## src/c2d_pkg.sv

```systemverilog
// Shared constants, types and helpers for the streaming 2D convolution block.
package c2d_pkg;

    localparam int MAX_WIDTH  = 1024;
    localparam int MAX_KERNEL = 5;
    localparam int LINE_ROWS  = 2 * MAX_KERNEL;
    localparam int HALF_MAX   = (MAX_KERNEL - 1) / 2;
    localparam int COL_W      = $clog2(MAX_WIDTH);
    localparam int BANK_W     = $clog2(LINE_ROWS);
    localparam int POS_W      = 11;
    localparam int SPOS_W     = POS_W + 2;
    localparam int PIX_W      = 16;
    localparam int TAP_W      = 12;
    localparam int COEFF_W    = 60;
    localparam int PROD_W     = PIX_W + TAP_W;
    localparam int RSUM_W     = PROD_W + 3;
    localparam int SUM_W      = PROD_W + 5;
    localparam int FRAC_SHIFT = 10;
    localparam int Q_DEPTH    = 4;
    localparam int Q_PTR_W    = $clog2(Q_DEPTH);
    localparam int Q_CNT_W    = Q_PTR_W + 1;
    localparam int ADDR_W     = 6;
    localparam int DATA_W     = 64;

    // Register indexes, one per 8-byte slot
    typedef logic [2:0] t_reg_idx;
    localparam t_reg_idx REG_WIDTH   = 3'd0;
    localparam t_reg_idx REG_HEIGHT  = 3'd1;
    localparam t_reg_idx REG_HALF    = 3'd2;
    localparam t_reg_idx REG_COEFF_A = 3'd3;
    localparam t_reg_idx REG_COEFF_B = 3'd4;
    localparam t_reg_idx REG_COEFF_C = 3'd5;
    localparam t_reg_idx REG_COEFF_D = 3'd6;
    localparam t_reg_idx REG_COEFF_E = 3'd7;

    typedef logic [MAX_KERNEL-1:0][PIX_W-1:0]   t_column;
    typedef logic [MAX_KERNEL-1:0]              t_kmask;
    typedef logic [MAX_KERNEL-1:0][COEFF_W-1:0] t_coeffs;

    typedef struct packed {
        logic [POS_W-1:0] width;
        logic [POS_W-1:0] height;
        logic [1:0]       half;
    } t_geom;

    typedef struct packed {
        t_column    col;
        t_kmask     row_ok;
        t_kmask     col_ok;
        logic [1:0] half;
        logic       emit;
        logic       last;
    } t_q_entry;

    // Line-store bank holding kernel row ki for the row stored in bank rowmod
    function automatic logic [BANK_W-1:0] bank_of(logic [BANK_W-1:0] rowmod,
                                                  logic [1:0] half, int ki);
        logic [BANK_W+1:0] s;
        s = (BANK_W+2)'(rowmod) + (BANK_W+2)'(LINE_ROWS)
            - (BANK_W+2)'({half, 1'b0}) + (BANK_W+2)'(ki);
        if (s >= (BANK_W+2)'(LINE_ROWS)) begin
            s = s - (BANK_W+2)'(LINE_ROWS);
        end
        return s[BANK_W-1:0];
    endfunction

endpackage

```

## src/c2d_fifo.sv

```systemverilog
// Short queue between the front end and the arithmetic back end.
module c2d_fifo (
    input  logic              i_clk,
    input  logic              i_rst_n,
    input  logic              i_push,
    input  c2d_pkg::t_q_entry i_data,
    output logic              o_full,
    input  logic              i_pop,
    output c2d_pkg::t_q_entry o_data,
    output logic              o_empty
);

    c2d_pkg::t_q_entry             r_mem [c2d_pkg::Q_DEPTH];
    logic [c2d_pkg::Q_PTR_W-1:0]   r_wr, r_rd;
    logic [c2d_pkg::Q_CNT_W-1:0]   r_count;

    assign o_full  = (r_count == c2d_pkg::Q_CNT_W'(c2d_pkg::Q_DEPTH));
    assign o_empty = (r_count == '0);
    assign o_data  = r_mem[r_rd];

    // Store pushed entries
    always_ff @(posedge i_clk) begin
        if (i_push) begin
            r_mem[r_wr] <= i_data;
        end
    end

    // Track pointers and fill level
    always_ff @(posedge i_clk) begin
        if (!i_rst_n) begin
            r_wr    <= '0;
            r_rd    <= '0;
            r_count <= '0;
        end else begin
            if (i_push) begin
                r_wr <= r_wr + 1'b1;
            end
            if (i_pop) begin
                r_rd <= r_rd + 1'b1;
            end
            case ({i_push, i_pop})
                2'b10:   r_count <= r_count + 1'b1;
                2'b01:   r_count <= r_count - 1'b1;
                default: r_count <= r_count;
            endcase
        end
    end

    a_no_overflow: assert property (@(posedge i_clk) disable iff (!i_rst_n)
        r_count <= c2d_pkg::Q_CNT_W'(c2d_pkg::Q_DEPTH))
        else $error("queue fill level beyond depth");

    a_pop_nonempty: assert property (@(posedge i_clk) disable iff (!i_rst_n)
        i_pop |-> !o_empty)
        else $error("pop from empty queue");

    a_push_room: assert property (@(posedge i_clk) disable iff (!i_rst_n)
        (i_push && !i_pop) |=> (r_count == $past(r_count) + 1'b1))
        else $error("push lost");

endmodule

```

## config.mk

```make
export PLATFORM = sky130hd
export DESIGN_NAME = c2d_fifo
export DESIGN_NICKNAME = d
export VERILOG_FILES = /design/src/c2d_pkg.sv /design/src/c2d_fifo.sv
export SDC_FILE = /design/constraint.sdc
export NUM_CORES = 1
export LEC_CHECK = 0
export BUFFER_PORTS_ARGS = -buffer_cell sky130_fd_sc_hd__buf_2
export CORE_MARGIN = 3
export CORE_UTILIZATION = 58
export DETAILED_ROUTE_END_ITERATION = 8
export PLACE_DENSITY = 0.91
export SETUP_SLACK_MARGIN = 0.15
export SYNTH_ARGS = -nofsm -noshare
export SYNTH_HDL_FRONTEND = slang
export SYNTH_SLANG_ARGS = --single-unit
```

## constraint.sdc

```tcl
create_clock -name i_clk -period 5 [get_ports i_clk]
set_clock_uncertainty 0.05 [all_clocks]
set_input_delay 0.25 -clock i_clk [delete_from_list [all_inputs] [get_ports i_clk]]
set_output_delay 0.25 -clock i_clk [all_outputs]
set_load 0.01 [all_outputs]
```

==> flow_metrics.tcl, run 1 <==
set metrics [dict create \
    fin_area_mm2 0.0174 \
    initial_core_util_pct 59.4 \
    top_usage_layer "met2" \
    required_ps 4700 \
    min_period_over_period_pct 56.6 \
    die-area_mm2 0.0262 \
    grt_usage_pct 23.0 \
    drtIter0Drc 558 \
    root_buffer "clkbuf_16" \
    hold_buffers 95 \
    max_freq_mhz 354 \
    area_growth_pct 23.5 \
    antenna_found_initial 0 \
    grt_pass1_vias 7472 \
    utilization_pct 73.4 \
    p_leak_nw 5.94 \
    syn_nets 641 \
    path_class "register to output pin" \
    nNetsFinal 955 \
    fin_cells 1197 \
    rsz0062_at_grt "no" \
    grt_use_met1_pct 30.6 \
    setup_tns_ps 0 \
    min_period_ps 2830 \
    syn_area_mm2 0.0141 \
    routed_wl_um 29100 \
    dieWidth_um 162 \
    startpoint_type "register" \
    max_slew_margin_pct 29.0 \
    die_h_um 162 \
    drc 0 \
    synth-warning-count 0 \
    post-cts-setup-buffer-count 0 \
    drive_gt1_share_pct 40.1 \
    final_hold_viol_count 0 \
    use_met2_pct 39.4 \
    rr_worst_depth 4 \
    dp_slack_ps 2580 \
    clk_latency_ps 500 \
    gr-total-overflow 0 \
    worst_slack_ps 2170 \
    endpoint "o_data[36]" \
    synth_cell_types 22 \
    post_synth.cell_area_avg_um2 26.2 \
    drv_slew 0 \
    cp_data_arrival_time_ps 2530 \
    powerDensity_mw_per_mm2 408 \
    final_common_cell "edfxtp_1" \
    post_drt_wl_per_cell_um 24.3 \
    numCtsBuffers 37 \
    gp_congestion 0.726 \
    whs_ps 99.5 \
    endpoint_kind "output pin" \
    worst_pin_slew_ps 1070 \
    syn_inst 537 \
    design.core.area_mm2 0.0237 \
    cts_resized 0 \
    cts_tree "built" \
    htree_levels 2 \
    io-pin-count 194 \
    clock_sinks 385 \
    firstDrtPassIters 5 \
    total_power_mw 7.09 \
    path_clk_slew_ps 60 \
    r2r_end "r_mem[1][84]$_DFFE_PP_" \
    clock_path_buffers 3 \
    n_antenna_cell 0 \
    synth_seq_cells 385 \
    final_cell_mix "376 x edfxtp_1, 193 x buf_2, 95 x dlygate4sd3_1" \
    grt_max_degree 69 \
    use_met3_pct 5.20 \
    rows 56 \
    ant_nets 0 \
    num_vias 6844 \
    grt_pass1_wl_um 45400 \
    run_status "completed" \
    rr_startpoint "r_wr[1]$_SDFFE_PN0P_" \
    hold_path.class "input port to register" \
    fillCellCount 1318 \
    placedCellCount 1036 \
    setup_viol 0 \
    max_cap_viol_count 0 \
    vias_per_cell 5.72 \
    place_area_mm2 0.0153 \
    portBuffers 193 \
    ys_seq_area_share_pct 81.5 \
    place_hpwl_um 15300 \
    worstPathMaxFanout 46 \
    r2r_slack_ps 2590 \
    vdd_drop_max_v 0.000304 \
]
==> registers in the layout (all words and copies together), names as in the netlist, named ones only <==
register / flops
r_count: 3
r_rd: 2
r_mem: 376
r_wr: 2
==> report_power, final <==
group / total, mW / internal (mW) / switching, mW
registers: 3.76 / 3.71 / 0.0506
clock network: 2.61 / 1.50 / 1.10
logic: 0.729 / 0.346 / 0.383
==> worst min path at each step <==
stage                     startpoint                endpoint  cells past startpoint  slack [ps]
after floorplan            i_data[0]   r_mem[0][0]$_DFFE_PP_                      0         300
after global placement    i_data[73]  r_mem[2][73]$_DFFE_PP_                      1         410
after detailed placement  i_data[67]  r_mem[0][67]$_DFFE_PP_                      1         410
after CTS                      i_pop                register                      3          80
after global routing           i_pop    r_rd[0]$_SDFFE_PN0P_                      3          90
final                          i_pop                register                      3         100
==> cells in the mapped netlist (all sizes together) <==
master  number  area [um^2]
nor3         1         5.00
ha           5         62.6
mux4        94         2120
dfxtp        9          180
a21boi       1         7.51
nand2        2         7.51
o21ai        2         10.0
fa           1         20.0
mux2i        1         10.0
nor2b        1         6.26
xnor2        2         17.5
and3         1         6.26
xor2         3         26.3
or3          1         6.26
and2        10         62.6
inv          6         22.5
edfxtp     376        11300
buf         21          220
==> final cells by class <==
class / count / area [um^2] / area share (%)
clock buffer: 48 / 1030 / 5.92
clock inverter: 18 / 109 / 0.626
inverter: 6 / 22.5 / 0.130
multi-input combinational: 125 / 2370 / 13.7
sequential: 385 / 11500 / 66.0
tap: 319 / 399 / 2.30
timing repair buffer: 296 / 1980 / 11.4
==> layer usage <==
metal	wire length, um	part of all wire [%]
met3	2000	6.9
met4	732	2.5
met5	0	0
met1	11100	38
met2	15300	52
==> critical path, stage by stage (launching register included) <==
cell and delay [ps]:
dfxtp_4 440, buf_4 720, mux4_2 640, buf_2 160
==> logic make-up after synthesis <==
| group | Yosys count | synth area share (%) |
|---|---|---|
| AOI/OAI and AO/OA | 3 | 0.124 |
| muxes | 95 | 15.1 |
| xor gates and xnor gates | 5 | 0.311 |
| adders and majority gates | 6 | 0.587 |
| DFF | 385 | 81.5 |
| buffers and inverters | 27 | 1.72 |
| and+or+nand+nor | 16 | 0.667 |
Note: power is estimated with default switching activity, not from simulation.
==> run 2, diff against run 1 <==
Settings changed: CORE_UTILIZATION 58 to 57, PLACE_DENSITY 0.91 to 0.9.
Clock period 5 ns to 2.81 ns, I/O delays scaled along.
==> run 2 against run 1 <==
Compared with the run above: power is 82% higher; wire length is 4.4% higher; sequential cell count stayed put; clock power is 87% higher; register-to-register slack worse by 1600 ps; cell count is 1.7% higher; core utilization is 0.47 points higher.
==> flow_metrics.tcl, run 2 (synthesis results as in run 1) <==
set metrics [dict create \
    top_register "r_mem" \
    power_frac_seq_pct 52.0 \
    routed_wl_um 30400 \
    setup_tns_ps 0 \
    area_growth_pct 25.4 \
    slowest_delay_ps 620 \
    r2r_end "r_mem[1][33]$_DFFE_PP_" \
    io-pin-count 194 \
    antenna_found_initial 7 \
    vdd_drop_max_v 0.000703 \
    cts_tree "built" \
    final_hold_viol_count 0 \
    nNetsFinal 967 \
    cp_data_arrival_time_ps 2320 \
    post_drt_wl_per_cell_um 25.0 \
    path_class "register to output pin" \
    firstDrtPassIters 4 \
    worstPathMaxFanout 20 \
    worst_slack_ps 300 \
    initial_core_util_pct 58.9 \
    rr_worst_depth 3 \
    swShare_pct 21.9 \
    num_vias 6951 \
    vias_per_cell 5.71 \
    p_leak_nw 6.05 \
    min-delay-start "i_data[13]" \
    setup_viol 0 \
    ant_nets 0 \
    hold_path.class "input port to register" \
    drtIter0Drc 630 \
    r2r_slack_ps 950 \
    path_clk_slew_ps 60 \
    largestRegisters "r_mem x376, r_count x3" \
    gr-total-overflow 0 \
    startpoint_type "register" \
    htree_levels 2 \
    root_buffer "clkbuf_16" \
    pwr-share-clk_pct 37.8 \
    utilization_pct 73.9 \
    endpoint_kind "output pin" \
    hold_depth 2 \
    dieWidth_um 163 \
    numCtsBuffers 38 \
    placedCellCount 1045 \
    largest_reg_flops 376 \
    drive_gt1_share_pct 40.5 \
    place_hpwl_um 17200 \
    rr_startpoint "r_wr[0]$_SDFFE_PN0P_" \
    worst_pin_slew_ps 555 \
    drv_slew 0 \
    fin_cells 1217 \
    crit_slowest_cell "dfxtp_4" \
    pwr-share-comb_pct 10.3 \
    powerDensity_mw_per_mm2 731 \
    min_period_ps 2510 \
    gp_congestion 0.729 \
    drc 0 \
    final_cell_mix "376 x edfxtp_1, 193 x buf_2, 97 x dlygate4sd3_1" \
    rows 56 \
    min_period_over_period_pct 89.3 \
    final_common_cell "edfxtp_1" \
    design.core.area_mm2 0.0239 \
    path_cells "buf_4, mux4_2, buf_2" \
    rsz0062_at_grt "no" \
    dp_slack_ps 871 \
    die_h_um 163 \
    max_slew_margin_pct 63.0 \
    grt_usage_pct 23.2 \
    switchingPower_mw 2.83 \
    grt_pass1_wl_um 45700 \
    max_freq_mhz 398 \
    clk_latency_ps 520 \
    grt_max_degree 61 \
    min_to "r_mem[1][13]$_DFFE_PP_" \
    intPower_mw 10.1 \
    required_ps 2620 \
    die-area_mm2 0.0266 \
    run_status "completed" \
    clock_path_buffers 3 \
    grt_pass1_vias 7446 \
    portBuffers 193 \
    max_cap_viol_count 0 \
    clock_sinks 385 \
]
==> run 2: changes by cell type in the layout (fill, tap and decap cells not counted), moves of 2 or more <==
cell,previous run,this run
buf_12,0,8
clkbuf_16,39,41
clkbuf_8,2,0
clkinv_1,8,10
clkinv_4,0,2
diode_2,0,5
dlygate4sd3_1,95,97
==> run 2: worst max-delay path by stage <==
stage / startpoint / end / slack (ps) / cells after the start
6_report: register / o_data[49] / 300 / 3
3_3_place_gp: register / o_data[81] / 870 / 3
5_1_grt: register / o_data[49] / 210 / 3
4_1_cts: register / o_data[92] / 270 / 3
2_1_floorplan: r_wr[0]$_SDFFE_PN0P_ / r_mem[2][0]$_DFFE_PP_ / 620 / 3
3_5_place_dp: register / o_data[81] / 870 / 3
==> run 2: final cells by class <==
cell class                      count  area [um^2]
Sequential cell                   385        11500
Fill cell                        1291         6230
Multi-Input combinational cell    125         2370
Timing Repair Buffer              307         2160
Clock buffer                       49         1060
Tap cell                          319          399
Clock inverter                     21          150
Inverter                            6         22.5
Antenna cell                        5         12.5
==> run 2: power by group through the flow <==
stage | Sequential (mW) | Clock, mW | Combinational (mW)
final | 6.71 | 4.88 | 1.33
after global routing | 6.73 | 5.15 | 1.43
after CTS | 6.70 | 4.92 | 1.34
after detailed placement | 6.82 | 0 | 1.22
after global placement | 6.79 | 0 | 1.19
after floorplan | 6.76 | 0 | 0.752
==> run 2: critical path: cells and delay by family (launching register included) <==
| kind | cells | cell delay (ps) |
|---|---|---|
| DFF | 1 | 620 |
| buffers and inverters | 2 | 560 |
| muxes | 1 | 610 |
==> run 2: what timing repair did <==
| action | in CTS | in global routing |
|---|---|---|
| hold buffers | 97 | 0 |
| resized for setup | 0 | 0 |
| hold endpoints to repair | 385 | 0 |
| buffers inserted | 0 | 0 |
==> run 2: metal layers <==
layer	vias up	track usage (%)	part of all wire, %
met5	-	0	0.043
met3	51	5.71	7.1
li1	2961	-	-
met1	3617	32.1	41
met2	320	38.0	50
met4	2	6.46	2.3
==> run 2: metrics by stage <==
stage / power, mW / hold WS (ps) / instance area [um^2]
CTS: 13.0 / 311 / 17600
finish: 12.9 / 323 / 17700
detailed placement: 8.03 / 309 / 15500
floorplan: 7.52 / 189 / 14100
global route: 13.3 / 337 / 17700
global placement: 7.98 / 303 / 15500
==> run 3, diff against run 2 <==
--- a/config.mk
+++ b/config.mk
@@ -8,6 +8,6 @@
 export BUFFER_PORTS_ARGS = -buffer_cell sky130_fd_sc_hd__buf_2
-export CORE_MARGIN = 3
-export CORE_UTILIZATION = 57
+export CORE_MARGIN = 1.5
+export CORE_UTILIZATION = 51
 export DETAILED_ROUTE_END_ITERATION = 8
-export PLACE_DENSITY = 0.9
+export PLACE_DENSITY = 0.86
 export SETUP_SLACK_MARGIN = 0.15
==> constraint.sdc (replaced) <==
create_clock -name i_clk -period 2.3 [get_ports i_clk]
set_clock_uncertainty 0.05 [all_clocks]
set_input_delay 0.115 -clock i_clk [delete_from_list [all_inputs] [get_ports i_clk]]
set_output_delay 0.115 -clock i_clk [all_outputs]
set_load 0.02 [all_outputs]
==> run 3 against run 2 <==
Compared with the run above: via count fell by 1.2%; combinational power rose by 43%; sequential cell count did not move; global-route usage fell by 3.7 points; non-clock buffer count rose by 10; cell count rose by 2.0%; sequential share of layout area fell by 0.82 points; wire length fell by 8.7%; register-to-register slack got worse by 320 ps; critical endpoint is now o_data[92]; largest power group unchanged.
==> flow_metrics.tcl, run 3 (synthesis results as in run 1) <==
set metrics [dict create \
    run_status "completed" \
    p_leak_nw 6.14 \
    path_class "register to output pin" \
    worst_pin_slew_ps 441 \
    final_cell_mix "376 x edfxtp_1, 194 x buf_2, 98 x dlygate4sd3_1" \
    max_freq_mhz 468 \
    powerDensity_mw_per_mm2 891 \
    firstDrtPassIters 5 \
    io-pin-count 194 \
    gp_congestion 0.715 \
    vias_per_cell 5.53 \
    drv_slew 0 \
    endpoint_kind "output pin" \
    antenna_found_initial 0 \
    post_drt_wl_per_cell_um 22.4 \
    startpoint_type "register" \
    min_period_over_period_pct 92.8 \
    path_cells "buf_12, buf_12, mux4_2, buf_2" \
    grt_usage_pct 19.5 \
    nNetsFinal 977 \
    ant_nets 0 \
    final_hold_viol_count 0 \
    drive_gt1_share_pct 41.1 \
    grt_max_degree 48 \
    cp.buffers_inverters 3 \
    clock_sinks 385 \
    crit_family "multiplexers" \
    grt_pass1_wl_um 41800 \
    design.core.area_mm2 0.0270 \
    required_ps 2130 \
    largest_reg_flops 376 \
    largestRegisters "r_mem x376, r_count x3" \
    top_register "r_mem" \
    placedCellCount 1067 \
    place_hpwl_um 15300 \
    n_antenna_cell 0 \
    use_met2_pct 34.3 \
    vdd_drop_max_v 0.000770 \
    max_cap_viol_count 0 \
    num_vias 6867 \
    crit_slowest_cell "mux4_2" \
    hold_path.class "input port to register" \
    die-area_mm2 0.0286 \
    min-delay-start "i_data[0]" \
    fin_cells 1241 \
    grt_use_met1_pct 25.1 \
    fillCellCount 1703 \
    portBuffers 193 \
    path_clk_slew_ps 60 \
    rr_startpoint "r_count[0]$_SDFFE_PN0P_" \
    top_usage_layer "met2" \
    r2r_slack_ps 630 \
    slowest_delay_ps 570 \
    cp_data_arrival_time_ps 1970 \
    crit_path_frequent_cell "buf_12" \
    drc 0 \
    dieWidth_um 169 \
    cts_tree "built" \
    grt_pass1_vias 7459 \
    area_growth_pct 27.0 \
    final_common_cell "edfxtp_1" \
    rsz0062_at_grt "yes" \
    initial_core_util_pct 52.1 \
    die_h_um 169 \
    max_slew_margin_pct 70.6 \
    routed_wl_um 27800 \
    drtIter0Drc 537 \
    root_buffer "clkbuf_16" \
    setup_viol 0 \
    setup_tns_ps 0 \
    clock_path_buffers 3 \
    worstPathMaxFanout 20 \
    min_period_ps 2130 \
    numCtsBuffers 38 \
    rows 60 \
    htree_levels 2 \
    gr-total-overflow 0 \
    clk_latency_ps 520 \
    use_met3_pct 3.89 \
]
==> run 3: worst reg2reg max path, delay by kind of cell (launching register included) <==
kind / cells / cell delay (ps)
fa+ha+maj: 1 / 450
flops: 1 / 370
simple gates: 1 / 310
xor+xnor: 1 / 170
compound gates: 1 / 160
buf+inv: 1 / 90
==> run 3: power breakdown <==
group / leakage (nW) / switching, mW / internal [mW]
registers: 3.53 / 0.0961 / 8.06
clock network: 0.587 / 2.41 / 3.46
logic: 2.02 / 1.05 / 0.857
==> run 3: metrics by stage <==
step | area, um^2 | total power, mW | utilization, % | setup slack [ps] | hold slack [ps]
after floorplan | 14100 | 9.39 | - | 589 | 164
after global placement | 15600 | 9.96 | 57.8 | 552 | 277
after detailed placement | 15600 | 10.0 | 57.8 | 507 | 282
after CTS | 17900 | 16.0 | 66.2 | 136 | 281
after global routing | 17900 | 16.4 | 66.2 | 93.6 | 300
final | 17900 | 15.9 | 66.2 | 165 | 300
==> run 3: layer usage <==
layer	vias up	part of all wire [%]
met3	46	5.5
met5	-	0
met2	266	52
li1	2978	-
met1	3577	41
met4	0	1.7
==> run 3: final timing paths <==
kind,depth (start not counted),end
worst max-delay path,4,o_data[92]
worst max register to register,5,r_count[2]$_SDFFE_PN0P_
worst min-delay path,2,r_mem[0][0]$_DFFE_PP_
worst min register to register,2,r_count[2]$_SDFFE_PN0P_
==> run 3: timing repair <==
item	CTS	global route
setup buffers	8	0
hold buffers	98	0
resized for setup	0	1
endpoints found under the setup margin	91	44
gates cloned	1	0
endpoints found under the hold margin	385	0
==> run 3: final cells by class <==
type	instances	area [um^2]	area share, %
clock buffer	49	1060	5.90
sequential	385	11500	64.2
inverter	6	22.5	0.126
clock inverter	18	138	0.770
tap	341	427	2.39
multi-input combinational	125	2370	13.3
timing repair buffer	317	2390	13.4
